===== config.mk =====
export PLATFORM = sky130hd
export DESIGN_NAME = arp_cache_resolver
export DESIGN_NICKNAME = d
export VERILOG_FILES = /design/src/hdl/arpc_pkg.sv /design/src/hdl/arpc_front.sv /design/src/hdl/arpc_back.sv /design/src/hdl/arp_cache_resolver.sv
export SDC_FILE = /design/constraint.sdc
export NUM_CORES = 2
export LEC_CHECK = 0
export BUFFER_PORTS_ARGS = -buffer_cell sky130_fd_sc_hd__buf_2
export CAP_MARGIN = 0
export CORE_MARGIN = 2
export CORE_UTILIZATION = 45
export CTS_CLUSTER_SIZE = 24
export DETAILED_ROUTE_END_ITERATION = 12
export GPL_TIMING_DRIVEN = 0
export HOLD_SLACK_MARGIN = 0.1
export SLEW_MARGIN = 0
export SYNTH_ARGS = -nofsm -noshare
export SYNTH_HDL_FRONTEND = slang
export SYNTH_SLANG_ARGS = --single-unit

===== constraint.sdc =====
create_clock -name clk -period 13.2 [get_ports clk]
set_input_delay 0 -clock clk [delete_from_list [all_inputs] [get_ports clk]]
set_output_delay 0 -clock clk [all_outputs]
set_load 0.005 [all_outputs]

===== src/hdl/arpc_pkg.sv =====
// Package for the ARP cache resolver: item and result beats, queue entries,
// command classes, entry status codes and back-end states. No dependencies.
`timescale 1ns / 1ps

package arpc_pkg;

  localparam int DefaultCacheEntries = 16;

  // Command codes of an input beat.
  localparam logic [1:0] CMD_LOOKUP  = 2'd0;
  localparam logic [1:0] CMD_RESOLVE = 2'd1;
  localparam logic [1:0] CMD_PACKET  = 2'd2;
  localparam logic [1:0] CMD_UNUSED  = 2'd3;

  // Opcodes in a sent frame.
  localparam logic [1:0] SEND_NONE    = 2'd0;
  localparam logic [1:0] SEND_REQUEST = 2'd1;
  localparam logic [1:0] SEND_REPLY   = 2'd2;

  // Header values a received packet must carry.
  localparam logic [15:0] MIN_PAYLOAD   = 16'd28;
  localparam logic [15:0] HW_ETHERNET   = 16'd1;
  localparam logic [15:0] PROTO_IPV4    = 16'h0800;
  localparam logic [7:0]  HW_LEN_ETH    = 8'd6;
  localparam logic [7:0]  PROTO_LEN_IP  = 8'd4;
  localparam logic [15:0] ARP_OP_REQ    = 16'd1;
  localparam logic [15:0] ARP_OP_REPLY  = 16'd2;
  localparam logic [47:0] MAC_BROADCAST = 48'hFFFF_FFFF_FFFF;
  localparam logic [47:0] TIME_MAX      = 48'hFFFF_FFFF_FFFF;

  // Configuration register indexes.
  localparam logic [1:0] REG_LOCAL_IP  = 2'd0;
  localparam logic [1:0] REG_LOCAL_MAC = 2'd1;
  localparam logic [1:0] REG_LIFETIME  = 2'd2;
  localparam logic [1:0] REG_RETRY     = 2'd3;

  typedef struct packed {
    logic [1:0]  command;
    logic [47:0] now_ms;
    logic [31:0] query_ip;
    logic [15:0] payload_length;
    logic [15:0] hw_type;
    logic [15:0] proto_type;
    logic [7:0]  hw_addr_len;
    logic [7:0]  proto_addr_len;
    logic [15:0] opcode;
    logic [47:0] sender_mac;
    logic [31:0] sender_ip;
    logic [31:0] target_ip;
  } arpc_in_t;

  typedef struct packed {
    logic        found;
    logic [47:0] resolved_mac;
    logic        send_frame;
    logic [1:0]  send_opcode;
    logic [47:0] send_dest_mac;
    logic [47:0] send_target_mac;
    logic [31:0] send_target_ip;
  } arpc_out_t;

  // What the back end must do with a queued beat.
  typedef enum logic [2:0] {
    KIND_NOP,
    KIND_LOOKUP,
    KIND_RESOLVE,
    KIND_LEARN,
    KIND_PACKET
  } arpc_kind_t;

  typedef struct packed {
    arpc_kind_t  kind;
    logic        reply;
    logic [47:0] now_ms;
    logic [31:0] key_ip;
    logic [47:0] sender_mac;
  } arpc_job_t;

  typedef enum logic [1:0] {
    ST_EMPTY,
    ST_PENDING,
    ST_RESOLVED
  } arpc_status_t;

  typedef enum logic [1:0] {
    BK_IDLE,
    BK_SCAN,
    BK_FINISH
  } arpc_bk_state_t;

endpackage


===== src/hdl/arpc_front.sv =====
// Front end of the ARP cache resolver: accepts command beats, classifies them
// and holds them in a two-entry queue. Depends on arpc_pkg.
`timescale 1ns / 1ps

module arpc_front import arpc_pkg::*; (
  input  logic        clk,
  input  logic        rst,
  input  logic        start,
  output logic        busy,
  input  arpc_in_t    item,
  input  logic [31:0] local_ip,
  output logic        job_valid,
  output arpc_job_t   job,
  input  logic        job_take
);

  arpc_job_t  queue [2];
  logic       wr_ptr;
  logic       rd_ptr;
  logic [1:0] count;
  logic       push;
  logic       pop;
  logic       pkt_ok;
  arpc_job_t  cls;

  assign busy      = (count == 2'd2);
  assign push      = start && !busy;
  assign job_valid = (count != 2'd0);
  assign pop       = job_take && job_valid;
  assign job       = queue[rd_ptr];

  // Classify the beat and check the packet header.
  always_comb begin
    pkt_ok = (item.payload_length >= MIN_PAYLOAD) && (item.hw_type == HW_ETHERNET) &&
             (item.proto_type == PROTO_IPV4) && (item.hw_addr_len == HW_LEN_ETH) &&
             (item.proto_addr_len == PROTO_LEN_IP);
    cls.now_ms     = item.now_ms;
    cls.sender_mac = item.sender_mac;
    cls.key_ip     = (item.command == CMD_PACKET) ? item.sender_ip : item.query_ip;
    cls.reply      = (item.command == CMD_PACKET) && pkt_ok &&
                     (item.opcode == ARP_OP_REQ) && (item.target_ip == local_ip);
    case (item.command)
      CMD_LOOKUP:  cls.kind = KIND_LOOKUP;
      CMD_RESOLVE: cls.kind = KIND_RESOLVE;
      CMD_PACKET: begin
        if (!pkt_ok) cls.kind = KIND_NOP;
        else if (item.sender_ip != 32'd0) cls.kind = KIND_LEARN;
        else cls.kind = KIND_PACKET;
      end
      default:     cls.kind = KIND_NOP;
    endcase
  end

  // Queue storage.
  always_ff @(posedge clk) begin
    if (push) queue[wr_ptr] <= cls;
  end

  // Queue pointers and fill count.
  always_ff @(posedge clk) begin
    if (rst) begin
      wr_ptr <= 1'b0;
      rd_ptr <= 1'b0;
      count  <= 2'd0;
    end else begin
      if (push) wr_ptr <= ~wr_ptr;
      if (pop) rd_ptr <= ~rd_ptr;
      count <= count + {1'b0, push} - {1'b0, pop};
    end
  end

endmodule


===== src/hdl/arpc_back.sv =====
// Back end of the ARP cache resolver: owns the entry table, scans it one
// entry per cycle, applies the update and registers the result beat.
// Depends on arpc_pkg.
`timescale 1ns / 1ps

module arpc_back import arpc_pkg::*; #(
  parameter int CACHE_ENTRIES = DefaultCacheEntries
) (
  input  logic        clk,
  input  logic        rst,
  input  logic        job_valid,
  input  arpc_job_t   job,
  output logic        job_take,
  input  logic [31:0] entry_lifetime_ms,
  input  logic [15:0] retry_interval_ms,
  output logic        done,
  output arpc_out_t   result
);

  localparam int IdxW = (CACHE_ENTRIES > 1) ? $clog2(CACHE_ENTRIES) : 1;
  localparam logic [IdxW-1:0] LastIdx = IdxW'(CACHE_ENTRIES - 1);

  arpc_status_t   entry_status [CACHE_ENTRIES];
  logic [31:0]    entry_ip     [CACHE_ENTRIES];
  logic [47:0]    entry_mac    [CACHE_ENTRIES];
  logic [47:0]    entry_expiry [CACHE_ENTRIES];

  arpc_bk_state_t state, state_next;
  arpc_job_t      cur;
  logic [IdxW-1:0] cnt;

  // Scan findings.
  logic            hit;
  logic [IdxW-1:0] hidx;
  arpc_status_t    hstat;
  logic [47:0]     hmac;
  logic [47:0]     hexp;
  logic            have_empty;
  logic [IdxW-1:0] eidx;
  logic [IdxW-1:0] vidx;
  arpc_status_t    vstat;
  logic [47:0]     vexp;

  // Finish-step decisions.
  logic            live;
  logic            expired;
  logic [IdxW-1:0] slot;
  arpc_status_t    slot_stat;
  logic [47:0]     slot_exp;
  logic [48:0]     retry_sum;
  logic [48:0]     life_sum;
  logic [47:0]     retry_time;
  logic [47:0]     life_time;
  logic            stat_we;
  logic [IdxW-1:0] stat_idx;
  arpc_status_t    stat_val;
  logic            data_we;
  logic            mac_we;
  logic [47:0]     exp_val;
  arpc_out_t       res;

  assign job_take = (state == BK_IDLE);

  // State register.
  always_ff @(posedge clk) begin
    if (rst) state <= BK_IDLE;
    else state <= state_next;
  end

  always_comb begin
    state_next = state;
    case (state)
      BK_IDLE:   if (job_valid) state_next = BK_SCAN;
      BK_SCAN:   if (cnt == LastIdx) state_next = BK_FINISH;
      BK_FINISH: state_next = BK_IDLE;
      default:   state_next = BK_IDLE;
    endcase
  end

  // Job capture and table scan, one entry per cycle.
  always_ff @(posedge clk) begin
    if (state == BK_IDLE && job_valid) begin
      cur        <= job;
      cnt        <= '0;
      hit        <= 1'b0;
      have_empty <= 1'b0;
    end else if (state == BK_SCAN) begin
      cnt <= cnt + 1'b1;
      if (!hit && entry_status[cnt] != ST_EMPTY && entry_ip[cnt] == cur.key_ip) begin
        hit   <= 1'b1;
        hidx  <= cnt;
        hstat <= entry_status[cnt];
        hmac  <= entry_mac[cnt];
        hexp  <= entry_expiry[cnt];
      end
      if (!have_empty && entry_status[cnt] == ST_EMPTY) begin
        have_empty <= 1'b1;
        eidx       <= cnt;
      end
      if (cnt == '0 || entry_expiry[cnt] < vexp) begin
        vidx  <= cnt;
        vexp  <= entry_expiry[cnt];
        vstat <= entry_status[cnt];
      end
    end
  end

  // Decide the update and the result once the scan is through.
  always_comb begin
    live      = hit && (hstat == ST_RESOLVED) && (cur.now_ms < hexp);
    expired   = hit && (hstat == ST_RESOLVED) && !(cur.now_ms < hexp);
    slot      = hit ? hidx : (have_empty ? eidx : vidx);
    slot_stat = hit ? (expired ? ST_EMPTY : hstat) : (have_empty ? ST_EMPTY : vstat);
    slot_exp  = hit ? hexp : vexp;
    retry_sum = {1'b0, cur.now_ms} + {33'd0, retry_interval_ms};
    life_sum  = {1'b0, cur.now_ms} + {17'd0, entry_lifetime_ms};
    retry_time = retry_sum[48] ? TIME_MAX : retry_sum[47:0];
    life_time  = life_sum[48] ? TIME_MAX : life_sum[47:0];
    stat_we  = 1'b0;
    stat_idx = slot;
    stat_val = ST_EMPTY;
    data_we  = 1'b0;
    mac_we   = 1'b0;
    exp_val  = retry_time;
    res      = '0;
    case (cur.kind)
      KIND_LOOKUP: begin
        if (live) begin
          res.found        = 1'b1;
          res.resolved_mac = hmac;
        end else if (expired) begin
          stat_we  = 1'b1;
          stat_idx = hidx;
        end
      end
      KIND_RESOLVE: begin
        if (live) begin
          res.found        = 1'b1;
          res.resolved_mac = hmac;
        end else if (slot_stat != ST_PENDING || !(cur.now_ms < slot_exp)) begin
          stat_we             = 1'b1;
          stat_val            = ST_PENDING;
          data_we             = 1'b1;
          res.send_frame      = 1'b1;
          res.send_opcode     = SEND_REQUEST;
          res.send_dest_mac   = MAC_BROADCAST;
          res.send_target_ip  = cur.key_ip;
        end
      end
      KIND_LEARN: begin
        stat_we  = 1'b1;
        stat_val = ST_RESOLVED;
        data_we  = 1'b1;
        mac_we   = 1'b1;
        exp_val  = life_time;
      end
      default: ;
    endcase
    // A request aimed at this station is answered to its sender.
    if (cur.reply) begin
      res.send_frame      = 1'b1;
      res.send_opcode     = SEND_REPLY;
      res.send_dest_mac   = cur.sender_mac;
      res.send_target_mac = cur.sender_mac;
      res.send_target_ip  = cur.key_ip;
    end
  end

  // Entry status, cleared at reset.
  always_ff @(posedge clk) begin
    if (rst) begin
      for (int i = 0; i < CACHE_ENTRIES; i++) entry_status[i] <= ST_EMPTY;
    end else if (state == BK_FINISH && stat_we) begin
      entry_status[stat_idx] <= stat_val;
    end
  end

  // Entry payload, valid only once written.
  always_ff @(posedge clk) begin
    if (state == BK_FINISH && data_we) begin
      entry_ip[slot]     <= cur.key_ip;
      entry_expiry[slot] <= exp_val;
      if (mac_we) entry_mac[slot] <= cur.sender_mac;
    end
  end

  // Result register and strobe.
  always_ff @(posedge clk) begin
    if (rst) done <= 1'b0;
    else done <= (state == BK_FINISH);
  end

  always_ff @(posedge clk) begin
    if (state == BK_FINISH) result <= res;
  end

endmodule


===== src/hdl/arp_cache_resolver.sv =====
// Top level of the ARP cache resolver: configuration registers, front end
// with its queue, and back end with the entry table. Depends on arpc_pkg,
// arpc_front and arpc_back.
`timescale 1ns / 1ps

// Usage:
// A command beat (lookup, resolve or received ARP packet) is taken at a
// clock edge where start is high and busy is low. The front end queues up
// to two beats; busy rises only when that queue is full.
// Each beat gives exactly one result beat, shown on result for one cycle
// with done high. The receiver cannot stall; results must be taken then.
// The back end scans the table one entry per cycle and works on one beat at a
// time: it takes the next queued beat only after it has registered the
// previous beat's result and returned to idle, so the throughput is set by
// the scan loop over the table.
// Configuration is written through cfg_we, cfg_index and cfg_data with the
// block idle: index 0 local IP, 1 local MAC, 2 entry lifetime in ms,
// 3 retry interval in ms.
// Reset empties every table entry at once, drops queued beats and restores
// the register defaults (lifetime 60000 ms, retry 1000 ms).
module arp_cache_resolver import arpc_pkg::*; #(
  parameter int CACHE_ENTRIES = DefaultCacheEntries
) (
  input  logic        clk,
  input  logic        rst,
  input  logic        start,
  output logic        busy,
  input  arpc_in_t    item,
  output logic        done,
  output arpc_out_t   result,
  input  logic        cfg_we,
  input  logic [1:0]  cfg_index,
  input  logic [47:0] cfg_data
);

  logic [31:0] local_ip;
  logic [31:0] entry_lifetime_ms;
  logic [15:0] retry_interval_ms;
  logic        job_valid;
  logic        job_take;
  arpc_job_t   job;

  // Configuration registers. The local MAC is accepted but not kept: it would
  // only feed the sender field of a sent frame, which is built outside.
  always_ff @(posedge clk) begin
    if (rst) begin
      local_ip          <= 32'd0;
      entry_lifetime_ms <= 32'd60000;
      retry_interval_ms <= 16'd1000;
    end else if (cfg_we) begin
      case (cfg_index)
        REG_LOCAL_IP:  local_ip <= cfg_data[31:0];
        REG_LOCAL_MAC: ;
        REG_LIFETIME:  entry_lifetime_ms <= cfg_data[31:0];
        REG_RETRY:     retry_interval_ms <= cfg_data[15:0];
        default: ;
      endcase
    end
  end

  arpc_front u_front (
    .clk       (clk),
    .rst       (rst),
    .start     (start),
    .busy      (busy),
    .item      (item),
    .local_ip  (local_ip),
    .job_valid (job_valid),
    .job       (job),
    .job_take  (job_take)
  );

  arpc_back #(
    .CACHE_ENTRIES (CACHE_ENTRIES)
  ) u_back (
    .clk               (clk),
    .rst               (rst),
    .job_valid         (job_valid),
    .job               (job),
    .job_take          (job_take),
    .entry_lifetime_ms (entry_lifetime_ms),
    .retry_interval_ms (retry_interval_ms),
    .done              (done),
    .result            (result)
  );

endmodule


==> reports/metrics.cfg <==
[logic_synthesis]
synth-compound-area-share_pct=2.71
synth_area_leaders=edfxtp_1, mux4_2, ha_1, mux2_2, dfxtp_1
synth_seq_cells=2913
synth_edf_count=2816
synth_top_area_share_pct=73.0
yosys.area.top_type=edfxtp_1
synth_cells=5843
yosys.area_share.adder_pct=2.12
syn_nets=6366
yosysSeqAreaShare_pct=74.6
yosys_warnings=0
syn_area_per_cell_um2=19.8
muxShareOfSynthArea_pct=14.4
syn_area_um2=116000
synth_xor_area_share_pct=1.06
synth_top_family_by_area=multiplexers
postSynth.asyncResetShare_pct=0
synthDistinctLibCells=87
ys.flop_type=edfxtp_1
synthSimpleGateAreaFrac_pct=3.65

[sta]
max_freq_mhz=109
rsz0062_at_grt=no
hold_ws_ps=167
hold_viol=0
fin_crit_sh_pct=69.8
finalClockSkew_ps=61.5
finalSetupViolations=0
drv_slew=0
fin_crit_ps=9210
max-slew-margin-rel_pct=4.39
tns_ps=0
worst_pin_slew_ps=1430

[global_routing]
grt_use_total_pct=23.8
grt.overflow.total=0
grt_antenna_before_repair=5
grt_max_degree=120
grt_pass1_wl_mm=449
grt_pass1_vias=64018

[place]
dp_hpwl_mm=212
gp_congestion=0.904
portBuffers=491

[worst_setup_path]
worst-setup-path-type=flip-flop to flip-flop
worstPathRequired_ps=13810
cp_max_fo=17
reg2reg_to=u_back.entry_ip[14][12]
crit-reg2reg-launch=u_back.hit
worstPathArrival_ps=9820
rr_worst_depth=16
r2r_slack_ps=3990
cp-end-kind=flip-flop
cp-start-kind=flip-flop

[clock_network]
ctsResizeCount=0
h-tree-depth=5
cts_root_buffer=clkbuf_16
cts_inserted_buffers=315
clockBufferDepth=4
clkSlewWorstSetupHoldPaths_ps=60
clk_latency_ps=960
cts_num_sinks=2913
tritoncts=yes

[route]
wl_per_cell_um=28.9
routed_wl_mm=314
first_pass_iters=6
drt_iter0_drc=6384
final_antenna_net_count=0
drc=0
vias_per_cell=5.76
via_count=62691

[floorplan]
die_area_um2=262000
die_width_um=511
rows=186
die_h_um=511
ios=510
core_um2=256000
initial_utilization_pct=45.2

[hold_path]
holdCritPathClass=input pin to flip-flop
worstHoldEndpoint=u_front.queue[0][128]
worst_hold_startpoint=item[5]
min_path_cells=5

[finish]
final_nets=7802
drive_gt1_share_pct=27.7
area_delta_synth_final_pct=20.9

[power]
p_leak_nw=46.6
ir_drop_mv=0.118
cellPowerDensity_nw_per_um2=192

[outcome]
run_status=finished, final reports clean

[run]
maxCapViolCount=0

area by class of cell:
cell class	instances	area (um^2)
Fill cell	19696	116000
Antenna cell	2	5.00
Sequential cell	2913	86500
Tap cell	3384	4230
Buffer	243	1120
Multi-Input combinational cell	2558	28100
Clock buffer	379	8390
Timing Repair Buffer	1119	10100
Inverter	129	492
Clock inverter	160	1240
kinds of logic (layout without fill, tap and decap cells):
| logic type | count (synthesis) | count (layout) |
|---|---|---|
| adder cells (fa/ha/maj) | 195 | 195 |
| AND/OR/NAND/NOR | 842 | 842 |
| buffers and inverters | 372 | 2030 |
| flip-flops | 2913 | 2913 |
| XOR/XNOR | 140 | 140 |
| multiplexers | 889 | 889 |
| AO/OA/AOI/OAI | 492 | 492 |
| other | 0 | 2 |
through the flow:
step                instances  power [mW]  setup slack [ps]  area, um^2  utilization, %
detailed placement       9909        18.6              4040      126000            49.2
floorplan                5843        16.2              1430      116000               -
global route            10887        27.9              3780      140000            54.7
finish                  10887        26.9              3990      140000            54.7
global placement         9718        18.6             -9120      123000            47.8
CTS                     10870        27.0              3970      140000            54.6
how the worst max path moves through the flow:
stage	start	endpoint	cells after the start
global route	u_back.hit	u_back.entry_expiry[12][37]	16
CTS	u_back.hit	u_back.entry_expiry[12][37]	16
global placement	u_back.hit	u_back.entry_expiry[9][8]	12
floorplan	u_front.count[1]	u_front.count[1]	8
finish	u_back.hit	u_back.entry_ip[14][12]	16
detailed placement	u_back.hit	u_back.entry_expiry[12][2]	16
routing by layer:
| metal | global-route usage (%) | wire (um) | vias up |
|---|---|---|---|
| li1 | - | - | 26611 |
| met1 | 33.1 | 131000 | 33165 |
| met2 | 39.3 | 155000 | 2456 |
| met3 | 3.50 | 20100 | 459 |
| met4 | 6.54 | 8250 | 0 |
| met5 | 0 | 0 | - |
cell usage after synthesis, drive strengths merged, types with 4 or more instances:
master,instances
and2,105
nor2,143
xor2,68
nand2,267
o21bai,6
a21boi,17
or3,4
xnor2,72
a21o,39
nand4,48
dfxtp,97
nor3b,8
and3,12
mux2,177
a211oi,16
o21a,14
edfxtp,2816
clkbuf,141
o2111ai,5
nor2b,47
ha,193
a31oi,11
nand2b,16
a221oi,11
mux2i,104
nor3,32
a21oi,174
o21ai,99
inv,129
nor4b,5
mux4,608
nand3,50
o31ai,7
buf,102
or2,52
a2111oi,7
a22oi,41
o211ai,9
nor4,34
and4,9
nand3b,6
registers in the layout, summed over array words and instances, names as in the netlist, 32 cells and up, named ones only:
signal,cells
u_back.hexp,48
u_back.hmac,48
u_front.queue,264
u_back.entry_status,32
u_back.vexp,48
u_back.entry_ip,512
u_back.result,180
entry_lifetime_ms,32
u_back.entry_expiry,768
u_back.entry_mac,768
u_back.cur,132
local_ip,32
placed cells by master (no fill, tap or decap), drive strengths merged, types with 12 or more instances in the layout:
cell and instances:
o21ai 99, xor2 68, buf 798, a211oi 16, and2 105, dlygate4sd3 422, o21a 14, or2 52
a22oi 41, a21o 39, a21oi 174, mux2 177, bufinv 18, nor2 143, ha 193, nand3 50
clkbuf 521, nor3 32, inv 136, a21boi 17, clkinv 126, nand2b 16, nor2b 47, mux2i 104
nor4 34, mux4 608, nand4 48, edfxtp 2816, and3 12, nand2 267, xnor2 72, dfxtp 97
report_power, final:
group	internal [mW]	switching [mW]	total, mW	leakage [nW]
combinational	2.53	3.49	6.02	15.6
clock	4.86	3.50	8.36	4.72
sequential	11.7	0.806	12.5	26.4
worst max-delay path, cell delays in order (launching register included):
cell,delay [ps]
dfxtp_1,460
clkbuf_1,600
clkbuf_1,930
clkbuf_1,670
buf_1,880
mux2i_1,190
ha_1,350
nand4_1,210
nor4_1,1030
o21ai_0,530
nand4_1,500
a21o_1,260
nand2_1,560
nor2_4,940
buf_12,280
buf_12,220
buf_12,210
timing repair:
item | CTS | global route
setup buffers | 0 | 0
hold buffers | 422 | 0
setup endpoints to repair | 0 | 0
endpoints found under the hold margin | 529 | 0
No activity file was read; power rests on OpenSTA's default activity.
